[src/design/psg_pkg.sv]
`default_nettype none
// ----------------------------------------------------------------------------
// psg_pkg
// Shared widths, register addresses and item codes of the tone, noise and
// envelope generator.
// ----------------------------------------------------------------------------
package psg_pkg;

   localparam int NOISE_BITS_DEF = 17;

   localparam int STEP_W     = 2;
   localparam int ADDR_W     = 4;
   localparam int DATA_W     = 8;
   localparam int LEVEL_W    = 4;
   localparam int ENV_LVL_W  = 5;
   localparam int TONE_CNT_W = 13;
   localparam int NOISE_CNT_W = 6;
   localparam int ENV_CNT_W  = 17;

   localparam logic [STEP_W-1:0] COUNT_STEP_RESET = 2'd2;

   // item codes
   localparam logic FUNC_WRITE = 1'b0;
   localparam logic FUNC_TICK  = 1'b1;

   // register map
   localparam logic [ADDR_W-1:0] REG_TONE_FINE_A   = 4'd0;
   localparam logic [ADDR_W-1:0] REG_TONE_COARSE_A = 4'd1;
   localparam logic [ADDR_W-1:0] REG_TONE_FINE_B   = 4'd2;
   localparam logic [ADDR_W-1:0] REG_TONE_COARSE_B = 4'd3;
   localparam logic [ADDR_W-1:0] REG_TONE_FINE_C   = 4'd4;
   localparam logic [ADDR_W-1:0] REG_TONE_COARSE_C = 4'd5;
   localparam logic [ADDR_W-1:0] REG_NOISE_PERIOD  = 4'd6;
   localparam logic [ADDR_W-1:0] REG_MIXER         = 4'd7;
   localparam logic [ADDR_W-1:0] REG_LEVEL_A       = 4'd8;
   localparam logic [ADDR_W-1:0] REG_LEVEL_B       = 4'd9;
   localparam logic [ADDR_W-1:0] REG_LEVEL_C       = 4'd10;
   localparam logic [ADDR_W-1:0] REG_ENV_FINE      = 4'd11;
   localparam logic [ADDR_W-1:0] REG_ENV_COARSE    = 4'd12;
   localparam logic [ADDR_W-1:0] REG_ENV_SHAPE     = 4'd13;

   localparam logic [ENV_LVL_W-1:0] ENV_STEP_TOP = 5'd31;

endpackage
`default_nettype wire

[src/design/psg_req_if.sv]
`default_nettype none
// ----------------------------------------------------------------------------
// psg_req_if
// Input channel: register write or sample tick items.
// ----------------------------------------------------------------------------
interface psg_req_if import psg_pkg::*; ();
   logic              valid;
   logic              ready;
   logic              func;
   logic [ADDR_W-1:0] reg_address;
   logic [DATA_W-1:0] write_data;

   modport source (output valid, func, reg_address, write_data, input ready);
   modport sink   (input valid, func, reg_address, write_data, output ready);
endinterface
`default_nettype wire

[src/design/psg_rsp_if.sv]
`default_nettype none
// ----------------------------------------------------------------------------
// psg_rsp_if
// Result channel: per-channel gates, envelope selects and levels.
// ----------------------------------------------------------------------------
interface psg_rsp_if import psg_pkg::*; ();
   logic                 valid;
   logic                 ready;
   logic                 gate_a;
   logic                 gate_b;
   logic                 gate_c;
   logic                 use_env_a;
   logic                 use_env_b;
   logic                 use_env_c;
   logic [LEVEL_W-1:0]   level_a;
   logic [LEVEL_W-1:0]   level_b;
   logic [LEVEL_W-1:0]   level_c;
   logic [ENV_LVL_W-1:0] env_level;

   modport source (output valid, gate_a, gate_b, gate_c, use_env_a, use_env_b,
                   use_env_c, level_a, level_b, level_c, env_level, input ready);
   modport sink   (input valid, gate_a, gate_b, gate_c, use_env_a, use_env_b,
                   use_env_c, level_a, level_b, level_c, env_level, output ready);
endinterface
`default_nettype wire

[src/design/psg_csr_if.sv]
`default_nettype none
// ----------------------------------------------------------------------------
// psg_csr_if
// Configuration write channel carrying the counter step.
// ----------------------------------------------------------------------------
interface psg_csr_if import psg_pkg::*; ();
   logic              valid;
   logic              ready;
   logic [STEP_W-1:0] count_step;

   modport source (output valid, count_step, input ready);
   modport sink   (input valid, count_step, output ready);
endinterface
`default_nettype wire

[src/design/psg_period_counter.sv]
`default_nettype none
// ----------------------------------------------------------------------------
// psg_period_counter
// Next value of one period counter: add the step, wrap to zero and fire
// once the count reaches the period.
// ----------------------------------------------------------------------------
module psg_period_counter import psg_pkg::*; #(
   parameter int CNT_W = 13
) (
   input  wire logic [CNT_W-1:0]  count,
   input  wire logic [CNT_W-2:0]  period,
   input  wire logic [STEP_W-1:0] step,
   output logic      [CNT_W-1:0]  next_count,
   output logic                   fire
);
   logic [CNT_W-1:0] sum;

   // sum wraps at the counter width
   assign sum        = count + CNT_W'(step);
   assign fire       = (sum >= {1'b0, period});
   assign next_count = fire ? '0 : sum;
endmodule
`default_nettype wire

[src/design/psg_tone_noise_envelope_unit.sv]
`default_nettype none
// ----------------------------------------------------------------------------
// psg_tone_noise_envelope_unit
// Three-channel tone, noise and envelope generator core.
// ----------------------------------------------------------------------------
// Each req item is a register write (func = 0) or a sample tick (func = 1).
// A write updates the register file and yields no rsp item; a tick advances
// the envelope, the noise prescaler/counter/LFSR and the three tone counters
// and yields one rsp item built from the updated state. One item is taken
// every clock unless the input stalls: an item sits in the input register,
// then its state update and result land in the output register together.
// The only stall is a tick in the input register while the output register
// still holds an untaken result.
// csr writes (count_step) are always ready and should only be issued while
// the block is idle.
// ----------------------------------------------------------------------------
module psg_tone_noise_envelope_unit import psg_pkg::*; #(
   parameter int NOISE_BITS = NOISE_BITS_DEF
) (
   input wire logic clock,
   input wire logic reset,
   psg_req_if.sink   req_chan,
   psg_rsp_if.source rsp_chan,
   psg_csr_if.sink   csr_chan
);

   localparam logic [NOISE_BITS-1:0] LFSR_SEED = NOISE_BITS'(1) << (NOISE_BITS - 1);

   // ---------------- configuration ----------------
   logic [STEP_W-1:0] count_step_ff;

   assign csr_chan.ready = 1'b1;

   always_ff @(posedge clock) begin
      if (reset) begin
         count_step_ff <= COUNT_STEP_RESET;
      end else if (csr_chan.valid) begin
         count_step_ff <= csr_chan.count_step;
      end
   end

   // ---------------- input register ----------------
   logic              in_valid_ff;
   logic              in_func_ff;
   logic [ADDR_W-1:0] in_addr_ff;
   logic [DATA_W-1:0] in_data_ff;

   logic out_valid_ff;
   logic is_tick, consume, do_tick, do_write;

   assign is_tick  = (in_func_ff == FUNC_TICK);
   // writes never need the output register; ticks need it free
   assign consume  = in_valid_ff && (!is_tick || !out_valid_ff || rsp_chan.ready);
   assign do_tick  = consume && is_tick;
   assign do_write = consume && !is_tick;
   assign req_chan.ready = !in_valid_ff || consume;

   always_ff @(posedge clock) begin
      if (reset) begin
         in_valid_ff <= 1'b0;
      end else if (req_chan.ready) begin
         in_valid_ff <= req_chan.valid;
      end
   end

   always_ff @(posedge clock) begin
      if (req_chan.valid && req_chan.ready) begin
         in_func_ff <= req_chan.func;
         in_addr_ff <= req_chan.reg_address;
         in_data_ff <= req_chan.write_data;
      end
   end

   // ---------------- generator state ----------------
   logic [TONE_CNT_W-2:0]  tone_period_ff [3];
   logic [TONE_CNT_W-1:0]  tone_count_ff  [3];
   logic [2:0]             tone_out_ff;
   logic [2:0]             tone_off_ff;
   logic [2:0]             noise_off_ff;
   logic [LEVEL_W-1:0]     fixed_level_ff [3];
   logic [2:0]             env_enable_ff;
   logic [NOISE_CNT_W-2:0] noise_period_ff;
   logic [NOISE_CNT_W-1:0] noise_count_ff;
   logic                   noise_prescale_ff;
   logic                   noise_bit_ff;
   logic [NOISE_BITS-1:0]  lfsr_ff;
   logic [ENV_CNT_W-2:0]   env_period_ff;
   logic [ENV_CNT_W-1:0]   env_count_ff;
   logic [ENV_LVL_W-1:0]   env_step_ff;
   logic                   env_stepping_ff;
   logic                   env_hold_ff;
   logic                   env_alternate_ff;   // 1 flips the invert mask at each envelope end
   logic                   env_invert_ff;      // 1 stands for a mask of 31

   logic [TONE_CNT_W-2:0]  tone_period_in [3];
   logic [TONE_CNT_W-1:0]  tone_count_in  [3];
   logic [2:0]             tone_out_in;
   logic [2:0]             tone_off_in;
   logic [2:0]             noise_off_in;
   logic [LEVEL_W-1:0]     fixed_level_in [3];
   logic [2:0]             env_enable_in;
   logic [NOISE_CNT_W-2:0] noise_period_in;
   logic [NOISE_CNT_W-1:0] noise_count_in;
   logic                   noise_prescale_in;
   logic                   noise_bit_in;
   logic [NOISE_BITS-1:0]  lfsr_in;
   logic [ENV_CNT_W-2:0]   env_period_in;
   logic [ENV_CNT_W-1:0]   env_count_in;
   logic [ENV_LVL_W-1:0]   env_step_in;
   logic                   env_stepping_in;
   logic                   env_hold_in;
   logic                   env_alternate_in;
   logic                   env_invert_in;

   // ---------------- period counters ----------------
   logic [TONE_CNT_W-1:0]  tone_count_nx [3];
   logic [2:0]             tone_fire;
   logic [NOISE_CNT_W-1:0] noise_count_nx;
   logic                   noise_fire;
   logic [ENV_CNT_W-1:0]   env_count_nx;
   logic                   env_fire;

   for (genvar ch = 0; ch < 3; ch++) begin : g_tone
      psg_period_counter #(.CNT_W(TONE_CNT_W)) u_tone_cnt (
         .count      (tone_count_ff[ch]),
         .period     (tone_period_ff[ch]),
         .step       (count_step_ff),
         .next_count (tone_count_nx[ch]),
         .fire       (tone_fire[ch])
      );
   end

   psg_period_counter #(.CNT_W(NOISE_CNT_W)) u_noise_cnt (
      .count      (noise_count_ff),
      .period     (noise_period_ff),
      .step       (count_step_ff),
      .next_count (noise_count_nx),
      .fire       (noise_fire)
   );

   psg_period_counter #(.CNT_W(ENV_CNT_W)) u_env_cnt (
      .count      (env_count_ff),
      .period     (env_period_ff),
      .step       (count_step_ff),
      .next_count (env_count_nx),
      .fire       (env_fire)
   );

   // envelope step down; borrow out of the top marks the end of a cycle
   logic [ENV_LVL_W:0] env_dec;
   assign env_dec = {1'b0, env_step_ff} - (ENV_LVL_W + 1)'(env_stepping_ff);

   // LFSR: tap bits 0 and 3, feedback into the top
   logic lfsr_fb;
   assign lfsr_fb = lfsr_ff[3] ^ lfsr_ff[0];

   // ---------------- next state ----------------
   always_comb begin
      tone_period_in    = tone_period_ff;
      tone_count_in     = tone_count_ff;
      tone_out_in       = tone_out_ff;
      tone_off_in       = tone_off_ff;
      noise_off_in      = noise_off_ff;
      fixed_level_in    = fixed_level_ff;
      env_enable_in     = env_enable_ff;
      noise_period_in   = noise_period_ff;
      noise_count_in    = noise_count_ff;
      noise_prescale_in = noise_prescale_ff;
      noise_bit_in      = noise_bit_ff;
      lfsr_in           = lfsr_ff;
      env_period_in     = env_period_ff;
      env_count_in      = env_count_ff;
      env_step_in       = env_step_ff;
      env_stepping_in   = env_stepping_ff;
      env_hold_in       = env_hold_ff;
      env_alternate_in  = env_alternate_ff;
      env_invert_in     = env_invert_ff;

      if (do_tick) begin
         // envelope
         env_count_in = env_count_nx;
         if (env_fire) begin
            if (env_dec[ENV_LVL_W]) begin
               env_step_in     = ENV_STEP_TOP;
               env_stepping_in = ~env_hold_ff;
               env_invert_in   = env_invert_ff ^ env_alternate_ff;
            end else begin
               env_step_in = env_dec[ENV_LVL_W-1:0];
            end
         end
         // noise: counter runs on every second tick
         noise_prescale_in = ~noise_prescale_ff;
         if (noise_prescale_in) begin
            noise_count_in = noise_count_nx;
            if (noise_fire) begin
               noise_bit_in = lfsr_ff[0];
               lfsr_in      = {lfsr_fb, lfsr_ff[NOISE_BITS-1:1]};
            end
         end
         // tones
         for (int ch = 0; ch < 3; ch++) begin
            tone_count_in[ch] = tone_count_nx[ch];
            if (tone_fire[ch]) begin
               tone_out_in[ch] = ~tone_out_ff[ch];
            end
         end
      end else if (do_write) begin
         case (in_addr_ff)
            REG_TONE_FINE_A, REG_TONE_FINE_B, REG_TONE_FINE_C: begin
               tone_period_in[in_addr_ff[2:1]][7:0] = in_data_ff;
            end
            REG_TONE_COARSE_A, REG_TONE_COARSE_B, REG_TONE_COARSE_C: begin
               tone_period_in[in_addr_ff[2:1]][11:8] = in_data_ff[3:0];
            end
            REG_NOISE_PERIOD: begin
               noise_period_in = in_data_ff[NOISE_CNT_W-2:0];
            end
            REG_MIXER: begin
               tone_off_in  = in_data_ff[2:0];
               noise_off_in = in_data_ff[5:3];
            end
            REG_LEVEL_A, REG_LEVEL_B, REG_LEVEL_C: begin
               fixed_level_in[in_addr_ff[1:0]] = in_data_ff[LEVEL_W-1:0];
               env_enable_in[in_addr_ff[1:0]]  = in_data_ff[4];
            end
            REG_ENV_FINE: begin
               env_period_in[7:0] = in_data_ff;
            end
            REG_ENV_COARSE: begin
               env_period_in[15:8] = in_data_ff;
            end
            REG_ENV_SHAPE: begin
               // restart; bit 3 continue, bit 2 attack, bit 1 alternate, bit 0 hold
               env_count_in    = '0;
               env_step_in     = ENV_STEP_TOP;
               env_stepping_in = 1'b1;
               env_invert_in   = in_data_ff[2];
               if (in_data_ff[3]) begin
                  env_hold_in      = in_data_ff[0];
                  env_alternate_in = in_data_ff[0] ^ in_data_ff[1];
               end else begin
                  env_hold_in      = 1'b1;
                  env_alternate_in = ~in_data_ff[2];
               end
            end
            default: begin
               // registers 14 and 15: no effect
            end
         endcase
      end
   end

   always_ff @(posedge clock) begin
      if (reset) begin
         for (int ch = 0; ch < 3; ch++) begin
            tone_period_ff[ch] <= '0;
            tone_count_ff[ch]  <= '0;
            fixed_level_ff[ch] <= '0;
         end
         tone_out_ff       <= '0;
         tone_off_ff       <= '0;
         noise_off_ff      <= '0;
         env_enable_ff     <= '0;
         noise_period_ff   <= '0;
         noise_count_ff    <= '0;
         noise_prescale_ff <= 1'b0;
         noise_bit_ff      <= 1'b0;
         lfsr_ff           <= LFSR_SEED;
         env_period_ff     <= '0;
         env_count_ff      <= '0;
         env_step_ff       <= ENV_STEP_TOP;
         env_stepping_ff   <= 1'b1;
         env_hold_ff       <= 1'b1;
         env_alternate_ff  <= 1'b1;
         env_invert_ff     <= 1'b0;
      end else begin
         tone_period_ff    <= tone_period_in;
         tone_count_ff     <= tone_count_in;
         fixed_level_ff    <= fixed_level_in;
         tone_out_ff       <= tone_out_in;
         tone_off_ff       <= tone_off_in;
         noise_off_ff      <= noise_off_in;
         env_enable_ff     <= env_enable_in;
         noise_period_ff   <= noise_period_in;
         noise_count_ff    <= noise_count_in;
         noise_prescale_ff <= noise_prescale_in;
         noise_bit_ff      <= noise_bit_in;
         lfsr_ff           <= lfsr_in;
         env_period_ff     <= env_period_in;
         env_count_ff      <= env_count_in;
         env_step_ff       <= env_step_in;
         env_stepping_ff   <= env_stepping_in;
         env_hold_ff       <= env_hold_in;
         env_alternate_ff  <= env_alternate_in;
         env_invert_ff     <= env_invert_in;
      end
   end

   // ---------------- output register ----------------
   logic [2:0]           gate_in;
   logic [2:0]           gate_ff;
   logic [2:0]           use_env_ff;
   logic [LEVEL_W-1:0]   level_ff [3];
   logic [ENV_LVL_W-1:0] env_level_ff;

   // gates use the advanced tone/noise bits and the current mixer
   assign gate_in = (tone_out_in | tone_off_ff) & ({3{noise_bit_in}} | noise_off_ff);

   always_ff @(posedge clock) begin
      if (reset) begin
         out_valid_ff <= 1'b0;
      end else if (do_tick) begin
         out_valid_ff <= 1'b1;
      end else if (rsp_chan.ready) begin
         out_valid_ff <= 1'b0;
      end
   end

   always_ff @(posedge clock) begin
      if (do_tick) begin
         gate_ff      <= gate_in;
         use_env_ff   <= env_enable_ff;
         level_ff     <= fixed_level_ff;
         env_level_ff <= env_step_in ^ {ENV_LVL_W{env_invert_in}};
      end
   end

   assign rsp_chan.valid     = out_valid_ff;
   assign rsp_chan.gate_a    = gate_ff[0];
   assign rsp_chan.gate_b    = gate_ff[1];
   assign rsp_chan.gate_c    = gate_ff[2];
   assign rsp_chan.use_env_a = use_env_ff[0];
   assign rsp_chan.use_env_b = use_env_ff[1];
   assign rsp_chan.use_env_c = use_env_ff[2];
   assign rsp_chan.level_a   = level_ff[0];
   assign rsp_chan.level_b   = level_ff[1];
   assign rsp_chan.level_c   = level_ff[2];
   assign rsp_chan.env_level = env_level_ff;

   // ---------------- assertions ----------------
   // a new result only appears right after a tick left the input register
   a_rsp_from_tick : assert property (@(posedge clock) disable iff (reset)
      !out_valid_ff ##1 out_valid_ff |-> $past(in_valid_ff && is_tick))
      else $error("rsp item without a tick");

   // the input side stalls only behind an untaken result
   a_stall_cause : assert property (@(posedge clock) disable iff (reset)
      !req_chan.ready |-> (in_valid_ff && is_tick && out_valid_ff && !rsp_chan.ready))
      else $error("unexpected req stall");

   // stepping stops only in hold mode
   a_env_hold : assert property (@(posedge clock) disable iff (reset)
      !env_stepping_ff |-> env_hold_ff)
      else $error("envelope stopped without hold");

   // the shift register never locks up at zero
   a_lfsr_live : assert property (@(posedge clock) disable iff (reset)
      lfsr_ff != '0)
      else $error("noise LFSR reached zero");

endmodule
`default_nettype wire
[src/flat_wrapper.sv]
// flat-port wrapper written by rule: the top's interface ports become plain ports
module psg_tone_noise_envelope_unit_flat import psg_pkg::*;
#(
   parameter int NOISE_BITS = NOISE_BITS_DEF
)
  (clock, reset, req_chan_valid, req_chan_func, req_chan_reg_address, req_chan_write_data, req_chan_ready, rsp_chan_valid, rsp_chan_gate_a, rsp_chan_gate_b, rsp_chan_gate_c, rsp_chan_use_env_a, rsp_chan_use_env_b, rsp_chan_use_env_c, rsp_chan_level_a, rsp_chan_level_b, rsp_chan_level_c, rsp_chan_env_level, rsp_chan_ready, csr_chan_valid, csr_chan_count_step, csr_chan_ready);
  psg_req_if req_chan_i ();
  psg_rsp_if rsp_chan_i ();
  psg_csr_if csr_chan_i ();
  input wire logic clock;
  input wire logic reset;
  input wire logic [$bits(req_chan_i.valid)-1:0] req_chan_valid;
  input wire logic [$bits(req_chan_i.func)-1:0] req_chan_func;
  input wire logic [$bits(req_chan_i.reg_address)-1:0] req_chan_reg_address;
  input wire logic [$bits(req_chan_i.write_data)-1:0] req_chan_write_data;
  output wire logic [$bits(req_chan_i.ready)-1:0] req_chan_ready;
  output wire logic [$bits(rsp_chan_i.valid)-1:0] rsp_chan_valid;
  output wire logic [$bits(rsp_chan_i.gate_a)-1:0] rsp_chan_gate_a;
  output wire logic [$bits(rsp_chan_i.gate_b)-1:0] rsp_chan_gate_b;
  output wire logic [$bits(rsp_chan_i.gate_c)-1:0] rsp_chan_gate_c;
  output wire logic [$bits(rsp_chan_i.use_env_a)-1:0] rsp_chan_use_env_a;
  output wire logic [$bits(rsp_chan_i.use_env_b)-1:0] rsp_chan_use_env_b;
  output wire logic [$bits(rsp_chan_i.use_env_c)-1:0] rsp_chan_use_env_c;
  output wire logic [$bits(rsp_chan_i.level_a)-1:0] rsp_chan_level_a;
  output wire logic [$bits(rsp_chan_i.level_b)-1:0] rsp_chan_level_b;
  output wire logic [$bits(rsp_chan_i.level_c)-1:0] rsp_chan_level_c;
  output wire logic [$bits(rsp_chan_i.env_level)-1:0] rsp_chan_env_level;
  input wire logic [$bits(rsp_chan_i.ready)-1:0] rsp_chan_ready;
  input wire logic [$bits(csr_chan_i.valid)-1:0] csr_chan_valid;
  input wire logic [$bits(csr_chan_i.count_step)-1:0] csr_chan_count_step;
  output wire logic [$bits(csr_chan_i.ready)-1:0] csr_chan_ready;
  assign req_chan_i.valid = req_chan_valid;
  assign req_chan_i.func = req_chan_func;
  assign req_chan_i.reg_address = req_chan_reg_address;
  assign req_chan_i.write_data = req_chan_write_data;
  assign req_chan_ready = req_chan_i.ready;
  assign rsp_chan_valid = rsp_chan_i.valid;
  assign rsp_chan_gate_a = rsp_chan_i.gate_a;
  assign rsp_chan_gate_b = rsp_chan_i.gate_b;
  assign rsp_chan_gate_c = rsp_chan_i.gate_c;
  assign rsp_chan_use_env_a = rsp_chan_i.use_env_a;
  assign rsp_chan_use_env_b = rsp_chan_i.use_env_b;
  assign rsp_chan_use_env_c = rsp_chan_i.use_env_c;
  assign rsp_chan_level_a = rsp_chan_i.level_a;
  assign rsp_chan_level_b = rsp_chan_i.level_b;
  assign rsp_chan_level_c = rsp_chan_i.level_c;
  assign rsp_chan_env_level = rsp_chan_i.env_level;
  assign rsp_chan_i.ready = rsp_chan_ready;
  assign csr_chan_i.valid = csr_chan_valid;
  assign csr_chan_i.count_step = csr_chan_count_step;
  assign csr_chan_ready = csr_chan_i.ready;
  psg_tone_noise_envelope_unit #(.NOISE_BITS(NOISE_BITS)) u_core (.clock(clock), .reset(reset), .req_chan(req_chan_i), .rsp_chan(rsp_chan_i), .csr_chan(csr_chan_i));
endmodule
[config.mk]
export PLATFORM = sky130hd
export DESIGN_NAME = psg_tone_noise_envelope_unit_flat
export DESIGN_NICKNAME = d
export VERILOG_FILES = /design/src/design/psg_pkg.sv /design/src/design/psg_req_if.sv /design/src/design/psg_rsp_if.sv /design/src/design/psg_csr_if.sv /design/src/design/psg_period_counter.sv /design/src/design/psg_tone_noise_envelope_unit.sv /design/src/flat_wrapper.sv
export SDC_FILE = /design/constraint.sdc
export NUM_CORES = 1
export LEC_CHECK = 0
export BUFFER_PORTS_ARGS = -buffer_cell sky130_fd_sc_hd__buf_4
export CAP_MARGIN = 0
export CORE_ASPECT_RATIO = 1.2
export CORE_MARGIN = 2
export CORE_UTILIZATION = 39
export DETAILED_ROUTE_END_ITERATION = 8
export PLACE_DENSITY = 0.62
export SKIP_LAST_GASP = 1
export SLEW_MARGIN = 20
export SYNTH_ARGS = -nofsm -noshare
export SYNTH_HDL_FRONTEND = slang
export SYNTH_HIERARCHICAL = 1
export SYNTH_SLANG_ARGS = --single-unit
export TNS_END_PERCENT = 50
[constraint.sdc]
create_clock -name clock -period 4.6 [get_ports clock]
set_input_delay 0.46 -clock clock [delete_from_list [all_inputs] [get_ports clock]]
set_output_delay 0.46 -clock clock [all_outputs]
set_load 0.02 [all_outputs]
==> impl_results.md <==
* R2R Setup Slk at about 0.23 ns
* Max Transition Viols Final at 0
* Worst R2R Path Depth at 16
* Fin Setup TNS at 0 ns
* Post-DP HPWL at 16800 µm
* Mux share of post-synthesis cell area at 2.87%
* # DRC at 0
* Run status: finished, final reports clean
* DP Area at ~0.012 mm²
* Bufs on Longest Clock Path at 3
* Least-Margin Pin Slew at 1.00 ns
* Post-synthesis to final-layout area growth at 12.5%
* GRT Total Usage at between 10% and 20%
* Die H at 190 µm
* Yosys warning total at 6
* Final ANT Viol Nets at 0
* Critical Path RT at a little under 5 ns
* Final Cycle Share at 95.0%
* Min-delay src: req_chan_func
* Fin crit period at approximately 4.4 ns
* Worst skew pair latency at 0.52 ns
* Setup CP Type: reg -> reg
* Final setup vio count at 0
* RSZ-0062 raised after global routing: no
* Die footprint at between 0.03 and 0.04 mm²
* Setup Fix Bufs, Post-CTS at 0
* Final Hold Viols at 0
* RePlAce Congestion at ~0.8
* Width of the die at ~160 µm
* Vias in the first global route at 8169
* PortBufs at 44
* Root Buffer: clkbuf_16
* Hold Path Depth at 1
* Average size of a mapped cell at 8.87 µm²
* Worst Skew at roughly 0.017 ns
* Post-synthesis compound-gate area fraction at between 10% and 20%
* Clock slew at reported path FFs at around 0.060 ns
* Post-Synth XOR/XNOR Area at under 10%
* Row cnt at 67
* Fraction of registers with async set/reset at 0%
* Initial antenna violation count at 0
* Clock sinks at about 210
* Pwr Density at around 320 mW/mm²
* Worst hold slack at ~0.12 ns
* Peak supply drop at 0.000285 V
* Seq/Total Area, Yosys at between 40 and 50%
* Largest net degree at the start of global routing at ~100
* Lkg Pwr at about 4.5 nW
* CTS tree: yes
* Filler cells at between 2000 and 3000
* Core ar. at approximately 0.028 mm²
* Synthesized area at between 0.01 and 0.015 mm²
* Max-slew headroom at around 33%
* Fmax at between 200 and 250 MHz
* DR vias/cell at slightly above 5
* Top cells by area, synth: dfxtp_1 (31%), edfxtp_1 (9.7%), ha_1 (7.8%)
* CP Max Fanout at 6
* Post-synth top area share at 31.3%
* Max Cap Violations at 0
* Setup WS pre-CTS at approximately 0.21 ns
* Synth unique cells at slightly below 80
* Largest family of logic cells by synthesized area: simple AND/OR/NAND/NOR gates
* Io pins at 46
* R2r endpoint: u_core/rsp_chan.env_level[1]
* Hold EP: u_core/in_func_ff
* First-pass GRT wire length at 41200 µm
* CTS Buf Count at 23
* Synthesized instance count at about 1300
* Nets at about 1400
* Capturing element type of the critical path: register
* Initial Utilization at 39.8%
* Vias at 8559
* Final worst slack at approximately 0.23 ns
* First-pass DRT Iterations at 5
* Starting DRT DRC Count at 529
* Simple-gate share of the synthesized area at 25.4%
* R2r startpoint: u_core/env_count_ff[0]
* H-tree depth at 1
* Hold Crit Class: in -> reg
* Dominant cell by count in the synthesized netlist: nand2_1
* Top_reg_cell synth: dfxtp_1
* Post-synthesis adder-cell area fraction at between 8 and 9%
* Synth top cells by count: nand2_1 (212), dfxtp_1 (175), a21oi_1 (149)
* Antenna Diode Count at 0
* Routed Wire Length at roughly 25000 µm
* Syn_nets at about 1400
* Layout cells sized above 1 at between 10% and 20%
* Setup crit start kind: register
* Leading area contributor after synthesis: dfxtp_1
* Remaining Overflow, GRT at 0
* Yosys reg bits at ~210
* Wirelength per Cell at 14.8 µm
* CP Data Arrival Time at 4.63 ns
* Number of synthesized flops with an enable pin at 36
* Finished Cell Area at 0.0126 mm²
[state kept, by name, summed over array words and instances, names as in the netlist, 5 cells and up]
register,flops
u_core/tone_count_ff,39
u_core/tone_period_ff,36
u_core/env_count_ff,17
u_core/lfsr_ff,17
u_core/env_period_ff,16
u_core/fixed_level_ff,12
u_core/in_data_ff,8
u_core/noise_count_ff,6
u_core/env_step_ff,5
u_core/noise_period_ff,5
u_core/rsp_chan.env_level,5
[per-layer routing]
layer	vias to the layer above	global-route usage [%]	wire length (µm)
met2	124	27.7	11900
met3	38	2.03	795
met4	0	4.16	461
met1	4041	22.9	11700
met5	-	0	0
li1	4356	-	-
[how the worst max path moves through the flow]
stage	start	to	slack (ns)
floorplan	u_core/count_step_ff[0]	u_core/rsp_chan.env_level[0]	0.29
global placement	u_core/env_count_ff[0]	u_core/rsp_chan.env_level[1]	0.28
detailed placement	u_core/env_count_ff[0]	u_core/rsp_chan.env_level[2]	0.21
CTS	u_core/env_count_ff[0]	u_core/rsp_chan.env_level[1]	0.21
global route	u_core/env_count_ff[0]	u_core/rsp_chan.env_level[0]	0.01
finish	u_core/env_count_ff[0]	u_core/rsp_chan.env_level[1]	0.23
[stage by stage]
stage | std cells | total power (W) | util (%)
4_1_cts | 1674 | 0.00411 | 44.8
2_1_floorplan | 1262 | 0.00215 | -
6_report | 1674 | 0.00406 | 44.8
3_5_place_dp | 1632 | 0.00223 | 42.1
3_3_place_gp | 1632 | 0.00223 | 42.1
5_1_grt | 1674 | 0.00421 | 44.8
[critical path, cell delays in order, from the launching register on]
cell	delay, ns
dfxtp_1	0.31
ha_1	0.22
fa_1	0.46
nand4_1	0.19
nor2_1	0.08
and4_1	0.21
xor2_1	0.15
ha_1	0.32
nand4_1	0.19
or4_1	0.57
o211a_1	0.16
o311ai_4	0.08
and4bb_2	0.32
and3_1	0.16
mux2i_1	0.07
a221o_2	0.45
xor2_1	0.18
[placed cells by master, fill, tap and decap left out, drive strengths merged, types with 4 or more instances in the layout]
master and n:
nor4b 22, a21o 5, a21oi 149, o21ai 16
nand2 212, inv 86, nand4 19, mux2i 31
and4 5, edfxtp 36, or2 5, ha 70
dfxtp 175, buf 65, xnor2 31, a211o 4
clkbuf 25, nand3 89, fa 5, clkinv 9
conb 6, a31oi 4, and4bb 4, nand2b 8
and3 9, nor3 16, nor2b 36, xor2 31
a211oi 4, nor2 54, nor4 14
[final cells by class]
class	count	area (µm²)	share of cell area [%]
Clock buffer	25	603	4.79
Inverter	84	315	2.50
Tap cell	379	474	3.77
Multi-Input combinational cell	893	5940	47.2
Clock inverter	17	169	1.34
Timing Repair Buffer	65	500	3.98
Sequential cell	211	4580	36.4
[cell families after synthesis]
logic type / after synthesis
muxes: 32
buffers and inverters: 158
AOI/OAI and AO/OA: 205
and+or+nand+nor: 513
other: 6
DFF: 211
xor gates and xnor gates: 62
adders and majority gates: 75
[power breakdown]
| part | total [W] | leakage (nW) | switching, W | internal (W) |
|---|---|---|---|---|
| sequential | 0.00194 | 1.75 | 0.0000359 | 0.00190 |
| combinational | 0.000255 | 2.43 | 0.000167 | 0.0000880 |
| clock | 0.00187 | 0.373 | 0.000754 | 0.00112 |
| total | 0.00406 | 4.55 | 0.000957 | 0.00310 |
[what timing repair did]
| action | 4_1_cts | 5_1_grt |
|---|---|---|
| gates resized for setup | 0 | 2 |
| endpoints found under the setup margin | 0 | 5 |
| hold buffers | 0 | 0 |
Note: power is estimated with default switching activity, not from simulation.
